### src/rtl/core/assert_macros.svh
// Assertion helpers for the core RTL.
// Each macro checks on the rising edge of clk_i and is disabled while rst_ni is low.
`ifndef ASSERT_MACROS_SVH
`define ASSERT_MACROS_SVH

// The property must hold at every clock edge outside reset.
`define SC_ASSERT(lbl, prop, msg) \
  lbl: assert property (@(posedge clk_i) disable iff (!rst_ni) (prop)) else $error(msg);

// The expression must never be true at a clock edge outside reset.
`define SC_ASSERT_NEVER(lbl, expr, msg) \
  lbl: assert property (@(posedge clk_i) disable iff (!rst_ni) !(expr)) else $error(msg);

`endif

### src/rtl/core/sc1aq_pkg.sv
// ----------------------------------------------------------------------------
// sc1aq_pkg
// Shared constants, register indexes and key tables for the Set 1 scancode
// to character decoder.
// ----------------------------------------------------------------------------
`timescale 1ns / 1ps
`default_nettype none

package sc1aq_pkg;

  // Default ring size; the ring holds one character less than its depth.
  localparam int unsigned RingDepthDefault = 256;
  // Make codes at or above this value have no table entry.
  localparam int unsigned TableEntries = 89;

  // Configuration register indexes.
  typedef enum logic [1:0] {
    CfgUpArrow    = 2'd0,
    CfgDownArrow  = 2'd1,
    CfgLeftArrow  = 2'd2,
    CfgRightArrow = 2'd3
  } cfg_reg_e;

  // Reset values of the arrow key codes.
  localparam logic [7:0] UpArrowReset    = 8'd128;
  localparam logic [7:0] DownArrowReset  = 8'd129;
  localparam logic [7:0] LeftArrowReset  = 8'd130;
  localparam logic [7:0] RightArrowReset = 8'd131;

  // Special scancode bytes.
  localparam logic [7:0] ScPrefixExt = 8'hE0;
  localparam logic [7:0] ScCtrlMake  = 8'h1D;
  localparam logic [7:0] ScCtrlBreak = 8'h9D;
  localparam logic [6:0] KeyArrowUp    = 7'h48;
  localparam logic [6:0] KeyArrowDown  = 7'h50;
  localparam logic [6:0] KeyArrowLeft  = 7'h4B;
  localparam logic [6:0] KeyArrowRight = 7'h4D;
  localparam logic [6:0] KeyShiftLeft  = 7'h2A;
  localparam logic [6:0] KeyShiftRight = 7'h36;
  localparam logic [6:0] KeyAlt        = 7'h38;
  localparam logic [6:0] KeyCapsLock   = 7'h3A;

  // Character bounds and offsets for letter folding.
  localparam logic [7:0] ChLowerA   = 8'h61;
  localparam logic [7:0] ChLowerZ   = 8'h7A;
  localparam logic [7:0] ChUpperA   = 8'h41;
  localparam logic [7:0] ChUpperZ   = 8'h5A;
  localparam logic [7:0] CaseOffset = 8'd32;
  localparam logic [7:0] LowerToCtl = 8'h60;
  localparam logic [7:0] UpperToCtl = 8'h40;

  // Character for a make code with Shift released.
  function automatic logic [7:0] plain_char(input logic [6:0] key);
    logic [7:0] ch;
    ch = 8'h00;
    case (key)
      7'd2:  ch = 8'h31;
      7'd3:  ch = 8'h32;
      7'd4:  ch = 8'h33;
      7'd5:  ch = 8'h34;
      7'd6:  ch = 8'h35;
      7'd7:  ch = 8'h36;
      7'd8:  ch = 8'h37;
      7'd9:  ch = 8'h38;
      7'd10: ch = 8'h39;
      7'd11: ch = 8'h30;
      7'd12: ch = 8'h2D;
      7'd13: ch = 8'h3D;
      7'd14: ch = 8'h08;
      7'd15: ch = 8'h09;
      7'd16: ch = 8'h71;
      7'd17: ch = 8'h77;
      7'd18: ch = 8'h65;
      7'd19: ch = 8'h72;
      7'd20: ch = 8'h74;
      7'd21: ch = 8'h79;
      7'd22: ch = 8'h75;
      7'd23: ch = 8'h69;
      7'd24: ch = 8'h6F;
      7'd25: ch = 8'h70;
      7'd26: ch = 8'h5B;
      7'd27: ch = 8'h5D;
      7'd28: ch = 8'h0A;
      7'd30: ch = 8'h61;
      7'd31: ch = 8'h73;
      7'd32: ch = 8'h64;
      7'd33: ch = 8'h66;
      7'd34: ch = 8'h67;
      7'd35: ch = 8'h68;
      7'd36: ch = 8'h6A;
      7'd37: ch = 8'h6B;
      7'd38: ch = 8'h6C;
      7'd39: ch = 8'h3B;
      7'd40: ch = 8'h27;
      7'd41: ch = 8'h60;
      7'd43: ch = 8'h5C;
      7'd44: ch = 8'h7A;
      7'd45: ch = 8'h78;
      7'd46: ch = 8'h63;
      7'd47: ch = 8'h76;
      7'd48: ch = 8'h62;
      7'd49: ch = 8'h6E;
      7'd50: ch = 8'h6D;
      7'd51: ch = 8'h2C;
      7'd52: ch = 8'h2E;
      7'd53: ch = 8'h2F;
      7'd55: ch = 8'h2A;
      7'd57: ch = 8'h20;
      7'd74: ch = 8'h2D;
      7'd78: ch = 8'h2B;
      default: ch = 8'h00;
    endcase
    return ch;
  endfunction

  // Character for a make code with Shift held.
  function automatic logic [7:0] shift_char(input logic [6:0] key);
    logic [7:0] ch;
    ch = 8'h00;
    case (key)
      7'd2:  ch = 8'h21;
      7'd3:  ch = 8'h40;
      7'd4:  ch = 8'h23;
      7'd5:  ch = 8'h24;
      7'd6:  ch = 8'h25;
      7'd7:  ch = 8'h5E;
      7'd8:  ch = 8'h26;
      7'd9:  ch = 8'h2A;
      7'd10: ch = 8'h28;
      7'd11: ch = 8'h29;
      7'd12: ch = 8'h5F;
      7'd13: ch = 8'h2B;
      7'd14: ch = 8'h08;
      7'd15: ch = 8'h09;
      7'd16: ch = 8'h51;
      7'd17: ch = 8'h57;
      7'd18: ch = 8'h45;
      7'd19: ch = 8'h52;
      7'd20: ch = 8'h54;
      7'd21: ch = 8'h59;
      7'd22: ch = 8'h55;
      7'd23: ch = 8'h49;
      7'd24: ch = 8'h4F;
      7'd25: ch = 8'h50;
      7'd26: ch = 8'h7B;
      7'd27: ch = 8'h7D;
      7'd28: ch = 8'h0A;
      7'd30: ch = 8'h41;
      7'd31: ch = 8'h53;
      7'd32: ch = 8'h44;
      7'd33: ch = 8'h46;
      7'd34: ch = 8'h47;
      7'd35: ch = 8'h48;
      7'd36: ch = 8'h4A;
      7'd37: ch = 8'h4B;
      7'd38: ch = 8'h4C;
      7'd39: ch = 8'h3A;
      7'd40: ch = 8'h22;
      7'd41: ch = 8'h7E;
      7'd43: ch = 8'h7C;
      7'd44: ch = 8'h5A;
      7'd45: ch = 8'h58;
      7'd46: ch = 8'h43;
      7'd47: ch = 8'h56;
      7'd48: ch = 8'h42;
      7'd49: ch = 8'h4E;
      7'd50: ch = 8'h4D;
      7'd51: ch = 8'h3C;
      7'd52: ch = 8'h3E;
      7'd53: ch = 8'h3F;
      7'd55: ch = 8'h2A;
      7'd57: ch = 8'h20;
      7'd74: ch = 8'h2D;
      7'd78: ch = 8'h2B;
      default: ch = 8'h00;
    endcase
    return ch;
  endfunction

endpackage

`default_nettype wire

### src/rtl/core/scancode_set1_to_ascii_queue_core.sv
// ----------------------------------------------------------------------------
// scancode_set1_to_ascii_queue_core
// Set 1 keyboard scancode decoder with modifier tracking and a character ring.
// ----------------------------------------------------------------------------
// Each input item is either a raw Set 1 scancode byte (mode 0) or a request to
// pop one queued character (mode 1), and each item yields exactly one result
// item. The block takes one item per clock cycle while out_stall_i is low, and
// each item passes through the input register and then the result register,
// with table lookup, modifier logic and ring update in between. The character
// ring is a RingDepth x 8 memory with one write and one registered read port;
// it holds up to RingDepth-1 characters, and a character that arrives while it
// is full is dropped. The ring needs no clearing pass after reset. The four
// arrow key codes are written through the configuration port, which is always
// ready; write it only while no item is in flight.
`timescale 1ns / 1ps
`default_nettype none

`include "assert_macros.svh"

module scancode_set1_to_ascii_queue_core #(
  parameter int unsigned RingDepth = sc1aq_pkg::RingDepthDefault
) (
  input  logic                     clk_i,
  input  logic                     rst_ni,
  // Configuration write channel
  input  logic                     cfg_valid_i,
  output logic                     cfg_ready_o,
  input  sc1aq_pkg::cfg_reg_e      cfg_index_i,
  input  logic [7:0]               cfg_data_i,
  // Input item channel
  input  logic                     in_valid_i,
  output logic                     in_stall_o,
  input  logic                     mode_i,
  input  logic [7:0]               scancode_i,
  // Result item channel
  output logic                     out_valid_o,
  input  logic                     out_stall_i,
  output logic [7:0]               read_char_o,
  output logic                     read_valid_o,
  output logic                     char_waiting_o,
  output logic                     ctrl_held_o,
  output logic                     alt_is_held_o,
  output logic                     scroll_up_event_o,
  output logic                     scroll_down_event_o
);

  import sc1aq_pkg::*;

  localparam int unsigned IdxW = $clog2(RingDepth);
  localparam logic [IdxW-1:0] IdxLast = IdxW'(RingDepth - 1);

  // Configuration registers
  logic [7:0] up_code_q, down_code_q, left_code_q, right_code_q;

  // Input register
  logic       s1_valid_q;
  logic       s1_mode_q;
  logic [7:0] s1_code_q;

  // Decoder state
  logic [IdxW-1:0] rd_idx_q, rd_idx_d, wr_idx_q, wr_idx_d;
  logic shift_q, shift_d, caps_q, caps_d, ext_q, ext_d, ctrl_q, ctrl_d, alt_q, alt_d;

  // Result register
  logic       out_valid_q;
  logic       rvalid_q, waiting_q, ctrl_out_q, alt_out_q, up_ev_q, down_ev_q;
  logic [7:0] rd_data_q;

  // Character ring
  logic [7:0] ring_q [RingDepth];

  // Handshake and datapath controls
  logic            in_accept, advance;
  logic            push_req, push_en, pop_en, ring_full, ring_empty;
  logic            up_req, down_req;
  logic [7:0]      push_char, look_char, fold_char;
  logic [6:0]      key;
  logic [IdxW-1:0] wr_next, rd_next;

  // Item moves from the input register to the result register when the
  // result register is empty or its item is taken in this cycle.
  assign advance    = s1_valid_q && (!out_valid_q || !out_stall_i);
  assign in_stall_o = s1_valid_q && !advance;
  assign in_accept  = in_valid_i && !in_stall_o;

  assign cfg_ready_o = 1'b1;

  // Configuration writes
  always_ff @(posedge clk_i or negedge rst_ni) begin
    if (!rst_ni) begin
      up_code_q    <= UpArrowReset;
      down_code_q  <= DownArrowReset;
      left_code_q  <= LeftArrowReset;
      right_code_q <= RightArrowReset;
    end else if (cfg_valid_i && cfg_ready_o) begin
      case (cfg_index_i)
        CfgUpArrow:    up_code_q    <= cfg_data_i;
        CfgDownArrow:  down_code_q  <= cfg_data_i;
        CfgLeftArrow:  left_code_q  <= cfg_data_i;
        CfgRightArrow: right_code_q <= cfg_data_i;
        default: ;
      endcase
    end
  end

  // Ring pointer arithmetic
  assign wr_next    = (wr_idx_q == IdxLast) ? '0 : wr_idx_q + 1'b1;
  assign rd_next    = (rd_idx_q == IdxLast) ? '0 : rd_idx_q + 1'b1;
  assign ring_full  = (wr_next == rd_idx_q);
  assign ring_empty = (rd_idx_q == wr_idx_q);

  // Table lookup with CapsLock and Ctrl letter folding
  assign key = s1_code_q[6:0];
  always_comb begin
    if (shift_q) begin
      look_char = shift_char(key);
    end else begin
      look_char = plain_char(key);
      if (caps_q && look_char >= ChLowerA && look_char <= ChLowerZ) begin
        look_char = look_char - CaseOffset;
      end
    end
    fold_char = look_char;
    if (ctrl_q && look_char >= ChLowerA && look_char <= ChLowerZ) begin
      fold_char = look_char - LowerToCtl;
    end else if (ctrl_q && look_char >= ChUpperA && look_char <= ChUpperZ) begin
      fold_char = look_char - UpperToCtl;
    end
  end

  // Scancode decode: modifier updates and the character to queue
  always_comb begin
    shift_d   = shift_q;
    caps_d    = caps_q;
    ext_d     = ext_q;
    ctrl_d    = ctrl_q;
    alt_d     = alt_q;
    push_req  = 1'b0;
    push_char = fold_char;
    up_req    = 1'b0;
    down_req  = 1'b0;
    if (!s1_mode_q) begin
      if (s1_code_q == ScPrefixExt) begin
        ext_d = 1'b1;
      end else if (s1_code_q == ScCtrlMake) begin
        ctrl_d = 1'b1;
      end else if (s1_code_q == ScCtrlBreak) begin
        ctrl_d = 1'b0;
      end else if (ext_q) begin
        // Extended key: only arrow makes queue anything.
        ext_d = 1'b0;
        if (!s1_code_q[7]) begin
          case (key)
            KeyArrowUp: begin
              push_req  = 1'b1;
              push_char = up_code_q;
              up_req    = 1'b1;
            end
            KeyArrowDown: begin
              push_req  = 1'b1;
              push_char = down_code_q;
              down_req  = 1'b1;
            end
            KeyArrowLeft: begin
              push_req  = 1'b1;
              push_char = left_code_q;
            end
            KeyArrowRight: begin
              push_req  = 1'b1;
              push_char = right_code_q;
            end
            default: ;
          endcase
        end
      end else if (s1_code_q[7]) begin
        // Plain break code: release Shift or Alt.
        if (key == KeyShiftLeft || key == KeyShiftRight) begin
          shift_d = 1'b0;
        end
        if (key == KeyAlt) begin
          alt_d = 1'b0;
        end
      end else if (key == KeyShiftLeft || key == KeyShiftRight) begin
        shift_d = 1'b1;
      end else if (key == KeyAlt) begin
        alt_d = 1'b1;
      end else if (key == KeyCapsLock) begin
        caps_d = !caps_q;
      end else if (s1_code_q < 8'(TableEntries)) begin
        push_req = (fold_char != 8'h00);
      end
    end
  end

  // Ring access for the item in the input register
  assign push_en  = advance && push_req && !ring_full;
  assign pop_en   = advance && s1_mode_q && !ring_empty;
  assign wr_idx_d = push_en ? wr_next : wr_idx_q;
  assign rd_idx_d = pop_en ? rd_next : rd_idx_q;

  // Ring memory: one write port, one registered read port
  always_ff @(posedge clk_i) begin
    if (push_en) begin
      ring_q[wr_idx_q] <= push_char;
    end
  end

  always_ff @(posedge clk_i) begin
    if (pop_en) begin
      rd_data_q <= ring_q[rd_idx_q];
    end
  end

  // Input register
  always_ff @(posedge clk_i or negedge rst_ni) begin
    if (!rst_ni) begin
      s1_valid_q <= 1'b0;
    end else if (in_accept) begin
      s1_valid_q <= 1'b1;
    end else if (advance) begin
      s1_valid_q <= 1'b0;
    end
  end

  always_ff @(posedge clk_i) begin
    if (in_accept) begin
      s1_mode_q <= mode_i;
      s1_code_q <= scancode_i;
    end
  end

  // Decoder state, updated as each item passes into the result register
  always_ff @(posedge clk_i or negedge rst_ni) begin
    if (!rst_ni) begin
      rd_idx_q <= '0;
      wr_idx_q <= '0;
      shift_q  <= 1'b0;
      caps_q   <= 1'b0;
      ext_q    <= 1'b0;
      ctrl_q   <= 1'b0;
      alt_q    <= 1'b0;
    end else if (advance) begin
      rd_idx_q <= rd_idx_d;
      wr_idx_q <= wr_idx_d;
      shift_q  <= shift_d;
      caps_q   <= caps_d;
      ext_q    <= ext_d;
      ctrl_q   <= ctrl_d;
      alt_q    <= alt_d;
    end
  end

  // Result register
  always_ff @(posedge clk_i or negedge rst_ni) begin
    if (!rst_ni) begin
      out_valid_q <= 1'b0;
    end else if (advance) begin
      out_valid_q <= 1'b1;
    end else if (!out_stall_i) begin
      out_valid_q <= 1'b0;
    end
  end

  always_ff @(posedge clk_i) begin
    if (advance) begin
      rvalid_q   <= pop_en;
      waiting_q  <= (rd_idx_d != wr_idx_d);
      ctrl_out_q <= ctrl_d;
      alt_out_q  <= alt_d;
      up_ev_q    <= up_req && push_en;
      down_ev_q  <= down_req && push_en;
    end
  end

  assign out_valid_o         = out_valid_q;
  assign read_char_o         = rvalid_q ? rd_data_q : 8'h00;
  assign read_valid_o        = rvalid_q;
  assign char_waiting_o      = waiting_q;
  assign ctrl_held_o         = ctrl_out_q;
  assign alt_is_held_o       = alt_out_q;
  assign scroll_up_event_o   = up_ev_q;
  assign scroll_down_event_o = down_ev_q;

  // A pop from a non-empty ring must show up as a valid read.
  `SC_ASSERT(a_pop_reports, advance && s1_mode_q && !ring_empty |=> rvalid_q, "pop lost")
  // A scancode item never reports a read.
  `SC_ASSERT(a_scan_no_read, advance && !s1_mode_q |=> !rvalid_q, "read on scancode")
  // A scroll event means a character was just queued.
  `SC_ASSERT_NEVER(a_scroll_waiting, out_valid_q && (up_ev_q || down_ev_q) && !waiting_q,
                   "scroll event with empty ring")
  // Up and down scroll events come from one byte and cannot coincide.
  `SC_ASSERT_NEVER(a_scroll_excl, out_valid_q && up_ev_q && down_ev_q, "both scroll events")

endmodule

`default_nettype wire
### config.mk
export PLATFORM = sky130hd
export DESIGN_NAME = scancode_set1_to_ascii_queue_core
export DESIGN_NICKNAME = d
export VERILOG_FILES = /design/src/rtl/core/sc1aq_pkg.sv /design/src/rtl/core/scancode_set1_to_ascii_queue_core.sv
export VERILOG_INCLUDE_DIRS = /design/src /design/src/rtl/core
export SDC_FILE = /design/constraint.sdc
export NUM_CORES = 2
export LEC_CHECK = 0
export ABC_AREA = 0
export BUFFER_PORTS_ARGS = -buffer_cell sky130_fd_sc_hd__buf_2
export CAP_MARGIN = 20
export CORE_UTILIZATION = 37
export CTS_BUF_LIST = sky130_fd_sc_hd__clkbuf_16
export DETAILED_ROUTE_END_ITERATION = 10
export SYNTH_ARGS = -nofsm -noshare
export SYNTH_HDL_FRONTEND = slang
export SYNTH_SLANG_ARGS = --single-unit
### constraint.sdc
create_clock -name clk_i -period 16.4 [get_ports clk_i]
set_clock_uncertainty 0.1 [all_clocks]
set_input_delay 2.46 -clock clk_i [delete_from_list [all_inputs] [get_ports clk_i]]
set_output_delay 2.46 -clock clk_i [all_outputs]
set_load 0.05 [all_outputs]
==> impl_metrics.yaml <==
worst_setup_path:
  slowest_stage: "dfrtp_4"
  crit_cells: 7
  r2r_slack_ns: 10.38
  cp.arrival_ns: 6.52
  crit_path_end_kind: "register"
  crit_path_frequent_cell: "mux4_2"
  cp-endpoint: "rd_data_q[7]"
  crit_chain: "buf_4, buf_4, buf_4, mux4_2, mux4_2, mux4_2, mux4_2"
  cp_slowest_stage_delay_ns: 0.91
  crit_family: "buffers and inverters"
  cp-startpoint: "rd_idx_q[0]"
  crit_path_start_kind: "register"
  regToRegStartpoint: "rd_idx_q[0]"
  r2r-end: "rd_data_q[7]"
  crit_type: "register to register"
  rr_worst_depth: 7
  cp_num_buf_inv: 3
  required_ns: 16.89
  path_max_fanout: 46
yosys:
  syn_area_per_cell_sq_um: 22.0
  yosysTopAreaCellShare_pct: 73.3
  synth-edff-count: 2071
  yosysSeqAreaShare_pct: 75.2
  syn-num-nets: 3903
  ys.flop_type: "edfxtp_1"
  ys_ff_latch: 2140
  yosys.area.top_type: "edfxtp_1"
  ys_warn_count: 0
  synth_cell_types: 84
  synthArstFlopShare_pct: 2.57
  synth.area.top_cells: "edfxtp_1 (73%), mux4_2 (18%), dfrtp_1 (1.4%)"
  netlist_instances: 3860
  syn_area_sq_um: 84900
clocking:
  cts_resized: 0
  clock-sinks: 2140
  clkLatencyLatePin_ns: 0.85
  clock_tree.root_cell: "clkbuf_16"
  htreeDepth: 4
  cts_buffers: 212
  clkTransAtPathRegs_ns: 0.06
  clk_path_buf_depth: 3
  cts_tree: "built"
  cts_setup_buffers: 0
  postCtsHoldBufs: 0
die:
  num_rows: 175
  dieHeight_um: 481
  core_sq_um: 228000
  ios: 41
  die_w_um: 481
  dieArea_sq_um: 231000
  start_util_pct: 37.3
sta:
  slew_viol_final: 0
  relSlewSlack_pct: 23.2
  hold_violations: 0
  tns_ns: 0
  fmax_mhz: 166
  fin_crit_sh_pct: 36.7
  grt_setup_unrepaired: "no"
  tightest_slew_ns: 1.15
  min_period_ns: 6.02
  setup_violations: 0
finish:
  drive_above_1_share_pct: 28.6
  final_cell_mix: "edfxtp_1 (2071), mux4_2 (680), nor2_1 (291)"
  final_core_util_pct: 41.9
  layout_commonest_cell: "edfxtp_1"
  syn_to_final_growth_pct: 12.5
  nNetsFinal: 4000
routing:
  dr.first_iter.drc_count: 4552
  wl_per_cell_um: 28.6
  vias_per_cell: 5.58
  vias: 39852
  drc: 0
  ant_nets: 0
  drt-total-wl_um: 204000
  first_pass_iters: 6
power:
  irDropWorstVdd_mv: 0.280
  pwr_density_cell_nw_per_um2: 158
  p_leak_nw: 30.0
placement:
  io_buffers: 39
  dp_hpwl_um: 118000
  place_congestion: 0.809
grt:
  track_usage_pct: 17.6
  grt_pass1_wl_um: 295000
  grt_overflow: 0
  grt_max_degree: 194
  grt_pass1_vias: 40443
  antenna_found_initial: 5
flow_run:
  maxCapViolations: 0
run_status:
  status: "finished clean"
min_path:
  hp-class: "register to register"
## through the flow
step	cell area, sq um	power, mW	worst slack (ns)	instances	hold WS, ns
after floorplan	84900	9.27	1.94	3860	0.346
after global placement	88600	10.5	9.48	6743	0.388
after detailed placement	88700	10.6	9.66	6748	0.395
after CTS	95400	15.2	10.16	7138	0.408
after global routing	95500	15.6	9.90	7143	0.420
final	95500	15.1	10.38	7144	0.398
## routing by layer
| metal | global-route usage (%) | routed length [um] | vias to the layer above |
|---|---|---|---|
| met5 | 0 | 0 | - |
| met1 | 25.1 | 87300 | 21568 |
| met4 | 4.53 | 4680 | 0 |
| met2 | 28.0 | 97900 | 1509 |
| li1 | - | - | 16495 |
| met3 | 3.19 | 14200 | 280 |
## layout make-up
cell class	instances	area [sq um]
clock inverters	176	1430
flip-flops and latches	2140	63900
repair buffers	111	892
diodes	2	5.00
fillers	19580	132000
clock buffers	214	5360
multi-input cells	1472	20100
inverters	20	82.6
well taps	3009	3760
## synthesized netlist by cell type (17+ instances only)
cell / number
edfxtp_1: 2071
mux4_2: 680
nor2_1: 292
clkbuf_1: 140
nand2_1: 76
buf_2: 65
dfrtp_1: 47
a21oi_1: 40
mux2_2: 39
nand3_1: 31
o21ai_0: 31
a22oi_1: 21
ha_1: 19
inv_1: 17
## kinds of logic after synthesis
family / after synthesis / share of synthesized area (%)
buf+inv: 248 / 1.24
fa+ha+maj: 19 / 0.280
flops: 2140 / 75.2
simple gates: 512 / 2.78
mux: 727 / 18.7
xor+xnor: 31 / 0.336
compound gates: 182 / 1.47
other cells: 1 / 0.00442
## sequential cells by signal, summed over array words and instances (netlist names), 8 cells and up, named ones only
| register | cells |
|---|---|
| ring_q | 2048 |
| down_code_q | 8 |
| wr_idx_q | 8 |
| up_code_q | 8 |
| rd_idx_q | 8 |
| s1_code_q | 8 |
| left_code_q | 8 |
| rd_data_q | 8 |
| right_code_q | 8 |
## power breakdown
group / internal (mW) / switching (mW) / total [mW] / leakage, nW
Clock: 2.61 / 2.10 / 4.71 / 3.46
Combinational: 1.85 / 2.17 / 4.02 / 6.34
Sequential: 6.21 / 0.152 / 6.36 / 20.2
Total: 10.7 / 4.41 / 15.1 / 30.0
## how the worst min path moves through the flow
stage,from,end,slack (ns),cells after the start
detailed placement,down_code_q[3],down_code_q[3],0.39,1
CTS,down_code_q[3],down_code_q[3],0.41,1
global placement,down_code_q[4],down_code_q[4],0.39,1
global route,down_code_q[3],down_code_q[3],0.42,1
floorplan,caps_q,caps_q,0.35,1
finish,caps_q,caps_q,0.40,1
(Power assumes the default switching activity.)
